File: config.mk
export PLATFORM = sky130hd
export DESIGN_NAME = char_lcd_nibble_controller
export DESIGN_NICKNAME = d
export VERILOG_FILES = /design/src/hdl/clcd_pkg.sv /design/src/hdl/char_lcd_nibble_controller.sv /design/src/hdl/clcd_fifo.sv /design/src/hdl/clcd_front.sv /design/src/hdl/clcd_back.sv
export VERILOG_INCLUDE_DIRS = /design/src /design/src/hdl
export SDC_FILE = /design/constraint.sdc
export NUM_CORES = 1
export LEC_CHECK = 0
export BUFFER_PORTS_ARGS = -buffer_cell sky130_fd_sc_hd__clkbuf_2
export CAP_MARGIN = 0
export CORE_ASPECT_RATIO = 1.25
export CORE_UTILIZATION = 60
export CTS_CLUSTER_DIAMETER = 150
export CTS_CLUSTER_SIZE = 24
export DETAILED_ROUTE_END_ITERATION = 10
export GPL_ROUTABILITY_DRIVEN = 0
export PLACE_DENSITY_LB_ADDON = 0.3
export SLEW_MARGIN = 15
export SYNTH_ARGS = -nofsm -noshare
export SYNTH_HDL_FRONTEND = slang
export SYNTH_HIERARCHICAL = 1
export SYNTH_SLANG_ARGS = --single-unit
File: constraint.sdc
create_clock -name clk_i -period 6.43 [get_ports clk_i]
set_input_delay 0.9645 -clock clk_i [delete_from_list [all_inputs] [get_ports clk_i]]
set_output_delay 0.9645 -clock clk_i [all_outputs]
set_load 0.03 [all_outputs]
File: src/hdl/char_lcd_nibble_controller_assert.svh
// assertion macros for the character lcd nibble controller
// no dependencies, included by the top level only
`ifndef CHAR_LCD_NIBBLE_CONTROLLER_ASSERT_SVH
`define CHAR_LCD_NIBBLE_CONTROLLER_ASSERT_SVH

// condition that holds at every clock edge outside reset
`define CLCD_ASSERT_ALWAYS(lbl, clk, rst_n, cond, msg) \
  lbl: assert property (@(posedge clk) disable iff (!rst_n) (cond)) else $error(msg);

// same-cycle implication outside reset
`define CLCD_ASSERT_IMPLY(lbl, clk, rst_n, ante, cons, msg) \
  lbl: assert property (@(posedge clk) disable iff (!rst_n) (ante) |-> (cons)) \
    else $error(msg);

`endif

File: src/hdl/clcd_pkg.sv
// shared types, bus constants and glyph/digit tables of the lcd controller
// no dependencies
package clcd_pkg;

  typedef enum logic [2:0] {
    FUNC_INIT  = 3'd0,
    FUNC_CLEAR = 3'd1,
    FUNC_GOTO  = 3'd2,
    FUNC_PUT   = 3'd3,
    FUNC_PRINT = 3'd4,
    FUNC_BIG   = 3'd5,
    FUNC_GLYPH = 3'd6
  } func_e;

  localparam logic CFG_COLUMNS = 1'b0;
  localparam logic CFG_ROWS    = 1'b1;

  localparam logic RS_CMD  = 1'b0;
  localparam logic RS_DATA = 1'b1;

  localparam logic [7:0] LCD_SET_DDRAM = 8'h80;
  localparam logic [7:0] LCD_SET_CGRAM = 8'h40;
  localparam logic [7:0] LCD_FUNC_SET  = 8'b0010_1000;
  localparam logic [7:0] LCD_DISP_OFF  = 8'b0000_1000;
  localparam logic [7:0] LCD_CLR_DISP  = 8'h01;
  localparam logic [7:0] LCD_ENTRY     = 8'b0000_0110;
  localparam logic [7:0] LCD_DISP_ON   = 8'b0000_1100;
  localparam logic [3:0] LCD_WAKE_NIB  = 4'b0011;
  localparam logic [3:0] LCD_4BIT_NIB  = 4'b0010;

  typedef struct packed {
    logic [5:0] columns;
    logic [2:0] rows;
  } cfg_t;

  typedef struct packed {
    logic [2:0] func;
    logic [7:0] column;
    logic [7:0] row;
    logic [7:0] char_code;
    logic       start_of_text;
    logic [7:0] digit;
    logic [2:0] glyph;
  } cmd_t;

  typedef struct packed {
    func_e      func;
    logic [7:0] addr0;
    logic [7:0] addr1;
    logic [7:0] char_code;
    logic [3:0] digit;
    logic [2:0] glyph;
  } desc_t;

  typedef struct packed {
    logic       strobe_res;
    logic       reg_select;
    logic [3:0] nibble;
    logic [6:0] wait_ms;
    logic       last;
  } result_t;

  typedef struct packed {
    logic cmd_pop;
    logic out_push;
  } seq_ctl_t;

  localparam logic [4:0] GLYPH_ROWS [8][8] = '{
    '{5'h07, 5'h0F, 5'h1F, 5'h1F, 5'h1F, 5'h1F, 5'h1F, 5'h1F},
    '{5'h1F, 5'h1F, 5'h1F, 5'h1F, 5'h1F, 5'h1F, 5'h0F, 5'h07},
    '{5'h1C, 5'h1E, 5'h1F, 5'h1F, 5'h1F, 5'h1F, 5'h1F, 5'h1F},
    '{5'h1F, 5'h1F, 5'h1F, 5'h1F, 5'h1F, 5'h1F, 5'h1E, 5'h1C},
    '{5'h1F, 5'h1F, 5'h1F, 5'h00, 5'h00, 5'h00, 5'h00, 5'h00},
    '{5'h1F, 5'h1F, 5'h1F, 5'h00, 5'h00, 5'h00, 5'h1F, 5'h1F},
    '{5'h00, 5'h00, 5'h00, 5'h00, 5'h00, 5'h1F, 5'h1F, 5'h1F},
    '{5'h1F, 5'h1F, 5'h1F, 5'h1F, 5'h1F, 5'h1F, 5'h1F, 5'h1F}
  };

  // 32 is a blank cell
  localparam logic [7:0] DIGIT_CELLS [10][6] = '{
    '{8'd0, 8'd4, 8'd2, 8'd1, 8'd6, 8'd3},
    '{8'd4, 8'd2, 8'd32, 8'd6, 8'd7, 8'd6},
    '{8'd5, 8'd5, 8'd2, 8'd1, 8'd6, 8'd6},
    '{8'd5, 8'd5, 8'd2, 8'd6, 8'd6, 8'd3},
    '{8'd1, 8'd6, 8'd7, 8'd32, 8'd32, 8'd7},
    '{8'd1, 8'd5, 8'd5, 8'd6, 8'd6, 8'd3},
    '{8'd0, 8'd5, 8'd5, 8'd1, 8'd6, 8'd3},
    '{8'd4, 8'd4, 8'd2, 8'd32, 8'd32, 8'd7},
    '{8'd0, 8'd5, 8'd2, 8'd1, 8'd6, 8'd3},
    '{8'd0, 8'd5, 8'd2, 8'd6, 8'd6, 8'd3}
  };

  function automatic logic [7:0] digit_cell(logic [3:0] dig, logic [2:0] idx);
    logic [7:0] v;
    v = 8'd0;
    if (dig <= 4'd9 && idx <= 3'd5) begin
      v = DIGIT_CELLS[dig][idx];
    end
    return v;
  endfunction

  // one bus result of the power-up sequence
  function automatic result_t init_result(logic [4:0] step);
    result_t    r;
    logic [4:0] j;
    logic [7:0] b;
    logic [6:0] w;
    j = step - 5'd5;
    b = 8'd0;
    w = 7'd0;
    r.strobe_res = 1'b1;
    r.reg_select = RS_CMD;
    r.last       = (step == 5'd14);
    case (j[3:1])
      3'd0:    begin b = LCD_FUNC_SET; w = 7'd0; end
      3'd1:    begin b = LCD_DISP_OFF; w = 7'd1; end
      3'd2:    begin b = LCD_CLR_DISP; w = 7'd3; end
      3'd3:    begin b = LCD_ENTRY;    w = 7'd1; end
      3'd4:    begin b = LCD_DISP_ON;  w = 7'd1; end
      default: begin b = 8'd0;         w = 7'd0; end
    endcase
    r.nibble  = j[0] ? b[3:0] : b[7:4];
    r.wait_ms = j[0] ? w : 7'd0;
    case (step)
      5'd0: begin
        r.strobe_res = 1'b0;
        r.nibble     = 4'd0;
        r.wait_ms    = 7'd100;
      end
      5'd1:    begin r.nibble = LCD_WAKE_NIB; r.wait_ms = 7'd5; end
      5'd2:    begin r.nibble = LCD_WAKE_NIB; r.wait_ms = 7'd1; end
      5'd3:    begin r.nibble = LCD_WAKE_NIB; r.wait_ms = 7'd1; end
      5'd4:    begin r.nibble = LCD_4BIT_NIB; r.wait_ms = 7'd1; end
      default: ;
    endcase
    return r;
  endfunction

  // result number step of the command d; bytes go high nibble first
  function automatic result_t seq_result(desc_t d, logic [4:0] step);
    result_t    r;
    logic [3:0] k;
    logic [7:0] b;
    logic       rs;
    logic [6:0] w;
    logic       fin;
    logic [3:0] kk;
    k   = step[4:1];
    b   = 8'd0;
    rs  = RS_CMD;
    w   = 7'd0;
    fin = 1'b0;
    kk  = k - 4'd1;
    case (d.func)
      FUNC_CLEAR: begin
        b = LCD_CLR_DISP; w = 7'd3; fin = (k == 4'd0);
      end
      FUNC_GOTO: begin
        b = d.addr0; fin = (k == 4'd0);
      end
      FUNC_PUT: begin
        b = d.char_code; rs = RS_DATA; fin = (k == 4'd0);
      end
      FUNC_PRINT: begin
        if (k == 4'd0) begin
          b = d.addr0;
        end else begin
          b = d.char_code; rs = RS_DATA;
        end
        fin = (k == 4'd1);
      end
      FUNC_BIG: begin
        if (k == 4'd0) begin
          b = d.addr0;
        end else if (k == 4'd4) begin
          b = d.addr1;
        end else begin
          rs = RS_DATA;
          b  = digit_cell(d.digit, (k < 4'd4) ? kk[2:0] : 3'(k - 4'd2));
        end
        fin = (k == 4'd7);
      end
      FUNC_GLYPH: begin
        if (k == 4'd0) begin
          b = LCD_SET_CGRAM + {2'b00, d.glyph, 3'b000};
        end else begin
          rs = RS_DATA;
          b  = {3'b000, GLYPH_ROWS[d.glyph][kk[2:0]]};
        end
        fin = (k == 4'd8);
      end
      default: fin = 1'b1;
    endcase
    r.strobe_res = 1'b1;
    r.reg_select = rs;
    r.nibble     = step[0] ? b[3:0] : b[7:4];
    r.wait_ms    = step[0] ? w : 7'd0;
    r.last       = fin && step[0];
    if (d.func == FUNC_INIT) begin
      r = init_result(step);
    end
    return r;
  endfunction

endpackage

File: src/hdl/char_lcd_nibble_controller.sv
// character lcd command engine for a 4-bit bus: a command is registered in the
// command queue and its results in the result queue before they reach the ports;
// results then stream one per cycle while the result queue has room. a command
// has 2 to 18 results (init 15). commands queue two deep behind the sequencer.
// reset: queues empty, cursor at 0,0, columns 16, rows 2
`include "char_lcd_nibble_controller_assert.svh"
module char_lcd_nibble_controller #(
  parameter int unsigned MAX_ROWS = 4
) (
  input  logic       clk_i,
  input  logic       rst_ni,
  input  logic       push,
  output logic       full,
  input  logic [2:0] func_i,
  input  logic [7:0] column_i,
  input  logic [7:0] row_i,
  input  logic [7:0] char_code_i,
  input  logic       start_of_text_i,
  input  logic [7:0] digit_i,
  input  logic [2:0] glyph_i,
  output logic       empty,
  input  logic       pop,
  output logic       strobe_res_o,
  output logic       reg_select_o,
  output logic [3:0] nibble_o,
  output logic [6:0] wait_ms_o,
  output logic       last_o,
  input  logic       cfg_we_i,
  input  logic       cfg_index_i,
  input  logic [5:0] cfg_data_i
);
  import clcd_pkg::*;

  localparam int unsigned CmdDepth = 2;
  localparam int unsigned OutDepth = 2;

  logic [5:0] columns_q;
  logic [2:0] rows_q;
  cfg_t       cfg;
  cmd_t       cmd;
  desc_t      front_desc, head_desc;
  logic       enq, accept, cmd_empty, out_full;
  seq_ctl_t   seq_ctl;
  result_t    seq_res, out_res;

  always_ff @(posedge clk_i or negedge rst_ni) begin
    if (!rst_ni) begin
      columns_q <= 6'd16;
      rows_q    <= 3'd2;
    end else if (cfg_we_i) begin
      if (cfg_index_i == CFG_COLUMNS) begin
        columns_q <= cfg_data_i;
      end else begin
        rows_q <= cfg_data_i[2:0];
      end
    end
  end

  assign cfg.columns = columns_q;
  assign cfg.rows    = rows_q;

  assign cmd.func          = func_i;
  assign cmd.column        = column_i;
  assign cmd.row           = row_i;
  assign cmd.char_code     = char_code_i;
  assign cmd.start_of_text = start_of_text_i;
  assign cmd.digit         = digit_i;
  assign cmd.glyph         = glyph_i;

  assign accept = push && !full;

  clcd_front #(.MaxRows(MAX_ROWS)) u_front (
    .clk_i   (clk_i),
    .rst_ni  (rst_ni),
    .accept_i(accept),
    .cmd_i   (cmd),
    .cfg_i   (cfg),
    .enq_o   (enq),
    .desc_o  (front_desc)
  );

  clcd_fifo #(.Width($bits(desc_t)), .Depth(CmdDepth)) u_cmd_q (
    .clk_i  (clk_i),
    .rst_ni (rst_ni),
    .push_i (enq),
    .data_i (front_desc),
    .full_o (full),
    .pop_i  (seq_ctl.cmd_pop),
    .data_o (head_desc),
    .empty_o(cmd_empty)
  );

  clcd_back u_back (
    .clk_i      (clk_i),
    .rst_ni     (rst_ni),
    .desc_i     (head_desc),
    .cmd_empty_i(cmd_empty),
    .out_full_i (out_full),
    .ctl_o      (seq_ctl),
    .res_o      (seq_res)
  );

  clcd_fifo #(.Width($bits(result_t)), .Depth(OutDepth)) u_out_q (
    .clk_i  (clk_i),
    .rst_ni (rst_ni),
    .push_i (seq_ctl.out_push),
    .data_i (seq_res),
    .full_o (out_full),
    .pop_i  (pop),
    .data_o (out_res),
    .empty_o(empty)
  );

  assign strobe_res_o = out_res.strobe_res;
  assign reg_select_o = out_res.reg_select;
  assign nibble_o     = out_res.nibble;
  assign wait_ms_o    = out_res.wait_ms;
  assign last_o       = out_res.last;

  // a command leaves the queue exactly with its final result
  `CLCD_ASSERT_ALWAYS(a_pop_on_last, clk_i, rst_ni, seq_ctl.cmd_pop == (seq_ctl.out_push && seq_res.last), "command pop out of step")
  // the sequencer never idles while it has a command and room for a result
  `CLCD_ASSERT_IMPLY(a_no_idle, clk_i, rst_ni, !cmd_empty && !out_full, seq_ctl.out_push, "sequencer idle")

endmodule

File: src/hdl/clcd_fifo.sv
// small register queue used for commands and for bus results
// depends on nothing
module clcd_fifo #(
  parameter int unsigned Width = 8,
  parameter int unsigned Depth = 2
) (
  input  logic             clk_i,
  input  logic             rst_ni,
  input  logic             push_i,
  input  logic [Width-1:0] data_i,
  output logic             full_o,
  input  logic             pop_i,
  output logic [Width-1:0] data_o,
  output logic             empty_o
);

  localparam int unsigned AddrW = (Depth > 1) ? $clog2(Depth) : 1;
  localparam int unsigned CntW  = $clog2(Depth + 1);

  logic [Width-1:0] mem_q [Depth];
  logic [AddrW-1:0] wr_ptr_q, wr_ptr_d, rd_ptr_q, rd_ptr_d;
  logic [CntW-1:0]  cnt_q, cnt_d;
  logic             do_push, do_pop;

  assign full_o  = (cnt_q == CntW'(Depth));
  assign empty_o = (cnt_q == '0);
  assign do_push = push_i && !full_o;
  assign do_pop  = pop_i && !empty_o;
  assign data_o  = mem_q[rd_ptr_q];

  always_comb begin
    wr_ptr_d = wr_ptr_q;
    rd_ptr_d = rd_ptr_q;
    cnt_d    = cnt_q;
    if (do_push) begin
      wr_ptr_d = (wr_ptr_q == AddrW'(Depth - 1)) ? '0 : wr_ptr_q + 1'b1;
    end
    if (do_pop) begin
      rd_ptr_d = (rd_ptr_q == AddrW'(Depth - 1)) ? '0 : rd_ptr_q + 1'b1;
    end
    if (do_push && !do_pop) begin
      cnt_d = cnt_q + 1'b1;
    end else if (do_pop && !do_push) begin
      cnt_d = cnt_q - 1'b1;
    end
  end

  always_ff @(posedge clk_i or negedge rst_ni) begin
    if (!rst_ni) begin
      wr_ptr_q <= '0;
      rd_ptr_q <= '0;
      cnt_q    <= '0;
    end else begin
      wr_ptr_q <= wr_ptr_d;
      rd_ptr_q <= rd_ptr_d;
      cnt_q    <= cnt_d;
    end
  end

  always_ff @(posedge clk_i) begin
    if (do_push) begin
      mem_q[wr_ptr_q] <= data_i;
    end
  end

endmodule

File: src/hdl/clcd_front.sv
// command front end: classifies commands, clamps positions, keeps the print cursor
// depends on clcd_pkg
module clcd_front #(
  parameter int unsigned MaxRows = 4
) (
  input  logic           clk_i,
  input  logic           rst_ni,
  input  logic           accept_i,
  input  clcd_pkg::cmd_t cmd_i,
  input  clcd_pkg::cfg_t cfg_i,
  output logic           enq_o,
  output clcd_pkg::desc_t desc_o
);
  import clcd_pkg::*;

  localparam logic [2:0] MaxRowsL = 3'(MaxRows);

  logic [7:0] cur_col_q, cur_col_d, cur_row_q, cur_row_d;
  logic [7:0] src_col, src_row, wrap_col, wrap_row;
  logic [7:0] addr_plain, addr_next, addr_print;
  logic [2:0] limit;
  logic       col_over;

  function automatic logic [7:0] goto_addr(logic [7:0] col, logic [7:0] row,
                                           logic [5:0] columns, logic [2:0] lim);
    logic [7:0] c;
    logic [7:0] r;
    logic [8:0] base;
    logic [8:0] sum;
    c    = (col >= {2'b00, columns}) ? 8'd0 : col;
    r    = (row >= {5'b00000, lim}) ? 8'd0 : row;
    base = (r[0] ? 9'h040 : 9'h000) + ((r >= 8'd2) ? {3'b000, columns} : 9'd0);
    sum  = base + {1'b0, c};
    return LCD_SET_DDRAM | sum[7:0];
  endfunction

  always_comb begin
    limit    = (cfg_i.rows < MaxRowsL) ? cfg_i.rows : MaxRowsL;
    src_col  = cmd_i.start_of_text ? cmd_i.column : cur_col_q;
    src_row  = cmd_i.start_of_text ? cmd_i.row : cur_row_q;
    col_over = (src_col >= {2'b00, cfg_i.columns});
    wrap_col = src_col;
    wrap_row = src_row;
    if (col_over && src_row >= {5'b00000, limit}) begin
      wrap_col = 8'd0;
      wrap_row = 8'd0;
    end else if (col_over) begin
      wrap_col = 8'd0;
      wrap_row = src_row + 8'd1;
    end
    addr_plain = goto_addr(cmd_i.column, cmd_i.row, cfg_i.columns, limit);
    addr_next  = goto_addr(cmd_i.column, cmd_i.row + 8'd1, cfg_i.columns, limit);
    addr_print = goto_addr(wrap_col, wrap_row, cfg_i.columns, limit);
  end

  always_comb begin
    desc_o.func      = func_e'(cmd_i.func);
    desc_o.addr0     = (cmd_i.func == FUNC_PRINT) ? addr_print : addr_plain;
    desc_o.addr1     = addr_next;
    desc_o.char_code = cmd_i.char_code;
    desc_o.digit     = cmd_i.digit[3:0];
    desc_o.glyph     = cmd_i.glyph;
    case (cmd_i.func)
      FUNC_INIT, FUNC_CLEAR, FUNC_GOTO, FUNC_PUT, FUNC_PRINT, FUNC_GLYPH:
        enq_o = accept_i;
      FUNC_BIG: enq_o = accept_i && (cmd_i.digit <= 8'd9);
      default:  enq_o = 1'b0;
    endcase
    cur_col_d = cur_col_q;
    cur_row_d = cur_row_q;
    if (accept_i && cmd_i.func == FUNC_PRINT) begin
      cur_col_d = wrap_col + 8'd1;
      cur_row_d = wrap_row;
    end
  end

  always_ff @(posedge clk_i or negedge rst_ni) begin
    if (!rst_ni) begin
      cur_col_q <= 8'd0;
      cur_row_q <= 8'd0;
    end else begin
      cur_col_q <= cur_col_d;
      cur_row_q <= cur_row_d;
    end
  end

endmodule

File: src/hdl/clcd_back.sv
// bus sequencer: expands the oldest queued command into nibble results
// depends on clcd_pkg
module clcd_back (
  input  logic               clk_i,
  input  logic               rst_ni,
  input  clcd_pkg::desc_t    desc_i,
  input  logic               cmd_empty_i,
  input  logic               out_full_i,
  output clcd_pkg::seq_ctl_t ctl_o,
  output clcd_pkg::result_t  res_o
);
  import clcd_pkg::*;

  logic [4:0] step_q, step_d;

  always_comb begin
    res_o          = seq_result(desc_i, step_q);
    ctl_o.out_push = !cmd_empty_i && !out_full_i;
    ctl_o.cmd_pop  = ctl_o.out_push && res_o.last;
    step_d         = step_q;
    if (ctl_o.out_push) begin
      step_d = res_o.last ? 5'd0 : step_q + 5'd1;
    end
  end

  always_ff @(posedge clk_i or negedge rst_ni) begin
    if (!rst_ni) begin
      step_q <= 5'd0;
    end else begin
      step_q <= step_d;
    end
  end

endmodule

==> flow_summary_export.csv <==
group,metric,value,unit
run_status,status,"complete, no violations",
timing,setup_viol,0,
timing,fin_skew,0.00958,ns
timing,min_period_over_period,91.3,%
yosys,synth_ff_type,"edfxtp_1",
clock_tree,cts_hold_buffers,0,
worst_setup_path,regToRegStartpoint,"u_front/cur_col_q[4]",
final_layout,antenna_cells,0,
clock_tree,cts_buffer_depth,2,
drt,via_per_inst,6.07,
grt,grt_pass1_wl,31.0,mm
yosys,syn-instance-count,865,
clock_tree,cts_tree,"built",
clock_tree,cts_buffers,17,
grt,grt_overflow,0,
timing,finalHoldViolCount,0,
worst_setup_path,cp-start-kind,"input port",
timing,rsz0062_at_grt,"false",
yosys,synth_edf_count,96,
worst_setup_path,crit_buf_inv,2,
final_layout,nets,1025,
worst_setup_path,crit_type,"input port to flip-flop",
final_layout,syn_to_final_growth,8.59,%
clock_tree,post_cts_resized,0,
timing,fin_crit,5.87,ns
clock_tree,clk_latency,0.42,ns
final_layout,final_common_cell,"edfxtp_1",
place,portBuffers,66,
floorplanning,rows,50,
clock_tree,cts.clk_slew.worst_paths,0.06,ns
power_and_ir_drop,power.density,431,mW/mm^2
timing,setup_slack,0.561,ns
flow_run,cap_violations,0,
worst_setup_path,r2r_setup_slack,1.29,ns
worst_setup_path,cp_slowest_stage_delay,0.48,ns
yosys,async_flop_share,28.4,%
drt,drt_wl_total,19.1,mm
place,post-dp-hpwl,14.2,mm
worst_setup_path,cp_top_family,"compound AO/OA/AOI/OAI gates",
floorplanning,start_util,61.5,%
worst_setup_path,reg2regPathDepth,21,
floorplanning,core-area,0.0150,mm^2
yosys,yosys.cell_types.count,84,
worst_setup_path,reg2reg_to,"u_cmd_q/mem_q[0][29]",
min_path,min_from,"u_front/cur_col_q[1]",
drt,drt_iter0_drc,477,
drt,num_vias,6648,
min_path,min_delay_worst_endpoint,"u_front/cur_col_q[1]",
clock_tree,cts.sinks,134,
worst_setup_path,worst_setup_path_end_kind,"flip-flop",
drt,wl_per_cell,17.5,um
worst_setup_path,cp_slowest_cell,"o21ai_0",
grt,grt_max_degree,39,
yosys,synth_area,0.00924,mm^2
min_path,whs_path_depth,2,
yosys,yosysSeqAreaShare,41.5,%
worst_setup_path,cp_common_cell,"a21o_1",
worst_setup_path,path_cells,"clkbuf_2 > mux2i_1 > inv_1 > ha_1 > o211ai_1 > nor2_1 > a21o_1 > nor2_1 > ha_1 > a21o_1 > a21o_1 > a21oi_1 > o21ai_0 > nor2_1 > ha_1 > fa_1 > a211oi_1 > o21bai_1 > a21o_1 > nand3_1 > o31a_1 > nand3_1",
clock_tree,cts-root-buf,"clkbuf_16",
final_layout,n_fill_cell,1176,
drt,ant_nets,0,
worst_setup_path,crit_arrival,6.03,ns
drt,dr.pass1.iters,5,
worst_setup_path,required,6.59,ns
clock_tree,htreeDepth,4,
floorplanning,fp.dieH,141,um
drt,drc_errors,0,
timing,timing.fmax,170,MHz
yosys,synth_seq_cells,134,
clock_tree,cts_setup_buffers,0,
final_layout,final_cell_mix,"edfxtp_1, ha_1, clkbuf_2",
timing,fin_setup_tns,0,ns
grt,grt_pass1_vias,6478,
min_path,hold_path_class,"flip-flop to flip-flop",
floorplanning,pin_count,67,
power_and_ir_drop,power.leakage,4.34,nW
timing,slew_headroom,34.3,%
grt,antenna_found_initial,0,
worst_setup_path,crit_fanout,24,
yosys,yosysWarnings,6,
final_layout,drive_gt1_share,20.3,%
floorplanning,chipWidth,113,um
yosys,avgSynthCellArea,10.7,um^2
timing,drv_slew,0,
grt,grt_usage,25.2,%
timing,max_slew.worst_pin.slew,0.985,ns
floorplanning,die-area,0.0159,mm^2
power_and_ir_drop,vdd.ir_drop.worst,0.176,mV
place,place_ws,0.341,ns
-- worst max path at each step --
stage,start,endpoint,slack [ns],depth (start not counted)
global route,start_of_text_i,u_cmd_q/mem_q[0][29],0.19,22
floorplan,start_of_text_i,u_cmd_q/mem_q[0][29],0.49,23
global placement,start_of_text_i,u_cmd_q/mem_q[0][29],0.49,22
finish,start_of_text_i,u_cmd_q/mem_q[0][29],0.56,22
detailed placement,start_of_text_i,u_cmd_q/mem_q[0][29],0.34,22
CTS,start_of_text_i,u_cmd_q/mem_q[0][29],0.66,22
-- cells by family after synthesis --
family / Yosys count / share of synthesized area [%]
flops: 134 / 41.5
other cells: 2 / 0.0813
mux: 77 / 10.7
xor+xnor: 32 / 3.03
buf+inv: 106 / 6.39
fa+ha+maj: 74 / 10.3
compound gates: 177 / 13.1
simple gates: 263 / 14.8
-- registers in the layout, indices dropped and copies added, names as in the netlist --
| signal | cells |
|---|---|
| u_cmd_q/mem_q | 68 |
| u_out_q/mem_q | 28 |
| u_front/cur_col_q | 8 |
| u_front/cur_row_q | 8 |
| columns_q | 6 |
| u_back/step_q | 5 |
| rows_q | 3 |
| u_cmd_q/cnt_q | 2 |
| u_out_q/cnt_q | 2 |
| u_cmd_q/rd_ptr_q | 1 |
| u_cmd_q/wr_ptr_q | 1 |
| u_out_q/rd_ptr_q | 1 |
| u_out_q/wr_ptr_q | 1 |
-- cell usage after synthesis, types with 4 or more instances --
cell | n | area, um^2
a211o_1 | 5 | 43.8
o21ai_0 | 35 | 175
nor2b_1 | 12 | 75.1
a21o_1 | 12 | 90.1
buf_6 | 4 | 45.0
inv_1 | 48 | 180
nand3b_1 | 4 | 30.0
o22ai_1 | 4 | 25.0
a21oi_1 | 35 | 175
ha_1 | 71 | 888
nor4_1 | 6 | 37.5
o21bai_1 | 4 | 30.0
nand2_1 | 59 | 221
nor3_1 | 30 | 150
and3_1 | 10 | 62.6
clkbuf_1 | 16 | 60.1
a22o_1 | 4 | 35.0
mux2_2 | 25 | 282
o2111ai_1 | 4 | 35.0
a211oi_1 | 9 | 67.6
nand3_1 | 20 | 100
dfrtp_1 | 36 | 901
nor2_1 | 55 | 206
xnor2_1 | 21 | 184
buf_2 | 9 | 45.0
a31oi_1 | 6 | 37.5
a221oi_1 | 7 | 61.3
buf_4 | 23 | 173
and2_1 | 20 | 125
o211ai_1 | 6 | 45.0
o31ai_1 | 7 | 52.6
a22oi_1 | 4 | 30.0
nand2b_1 | 16 | 100
or3_1 | 7 | 43.8
or4_1 | 4 | 30.0
buf_12 | 4 | 80.1
edfxtp_1 | 96 | 2880
mux2i_1 | 14 | 140
xor2_1 | 11 | 96.3
o21a_1 | 4 | 30.0
mux2_4 | 38 | 571
-- worst min-delay path, cell delays in order (launching register included) --
cell and delay, ns:
dfrtp_1 0.34, nand2_1 0.05, nand2_1 0.05
-- per-stage QoR --
step / area [um^2] / instances / utilization [%] / power, mW / hold WS [ns]
floorplan: 9240 / 867 / - / 2.98 / 0.445
global placement: 9440 / 1063 / 62.8 / 3.30 / 0.458
detailed placement: 9440 / 1063 / 62.8 / 3.34 / 0.464
CTS: 10000 / 1095 / 66.8 / 4.32 / 0.479
global route: 10000 / 1095 / 66.8 / 4.59 / 0.506
finish: 10000 / 1095 / 66.8 / 4.32 / 0.482
-- where the power goes --
part / switching (mW) / total [mW] / internal (mW)
sequential: 0.176 / 1.41 / 1.23
clock: 0.385 / 0.966 / 0.581
combinational: 1.14 / 1.95 / 0.806
-- cell type report --
type / count / area [um^2] / area share, %
Multi-Input combinational cell: 627 / 4820 / 48.1
Timing Repair Buffer: 71 / 368 / 3.67
Tap cell: 182 / 228 / 2.27
Clock buffer: 18 / 429 / 4.28
Inverter: 49 / 184 / 1.83
Sequential cell: 134 / 3840 / 38.3
Clock inverter: 14 / 161 / 1.61
-- metal layers --
layer  up-vias  routed length [um]  track usage, %
met2       202               10200            46.8
li1       3229                   -               -
met4         0                 810            14.1
met1      3169                7360            27.2
met3        48                 758            4.08
met5         -                   0               0
No activity file was read; power rests on OpenSTA's default activity.
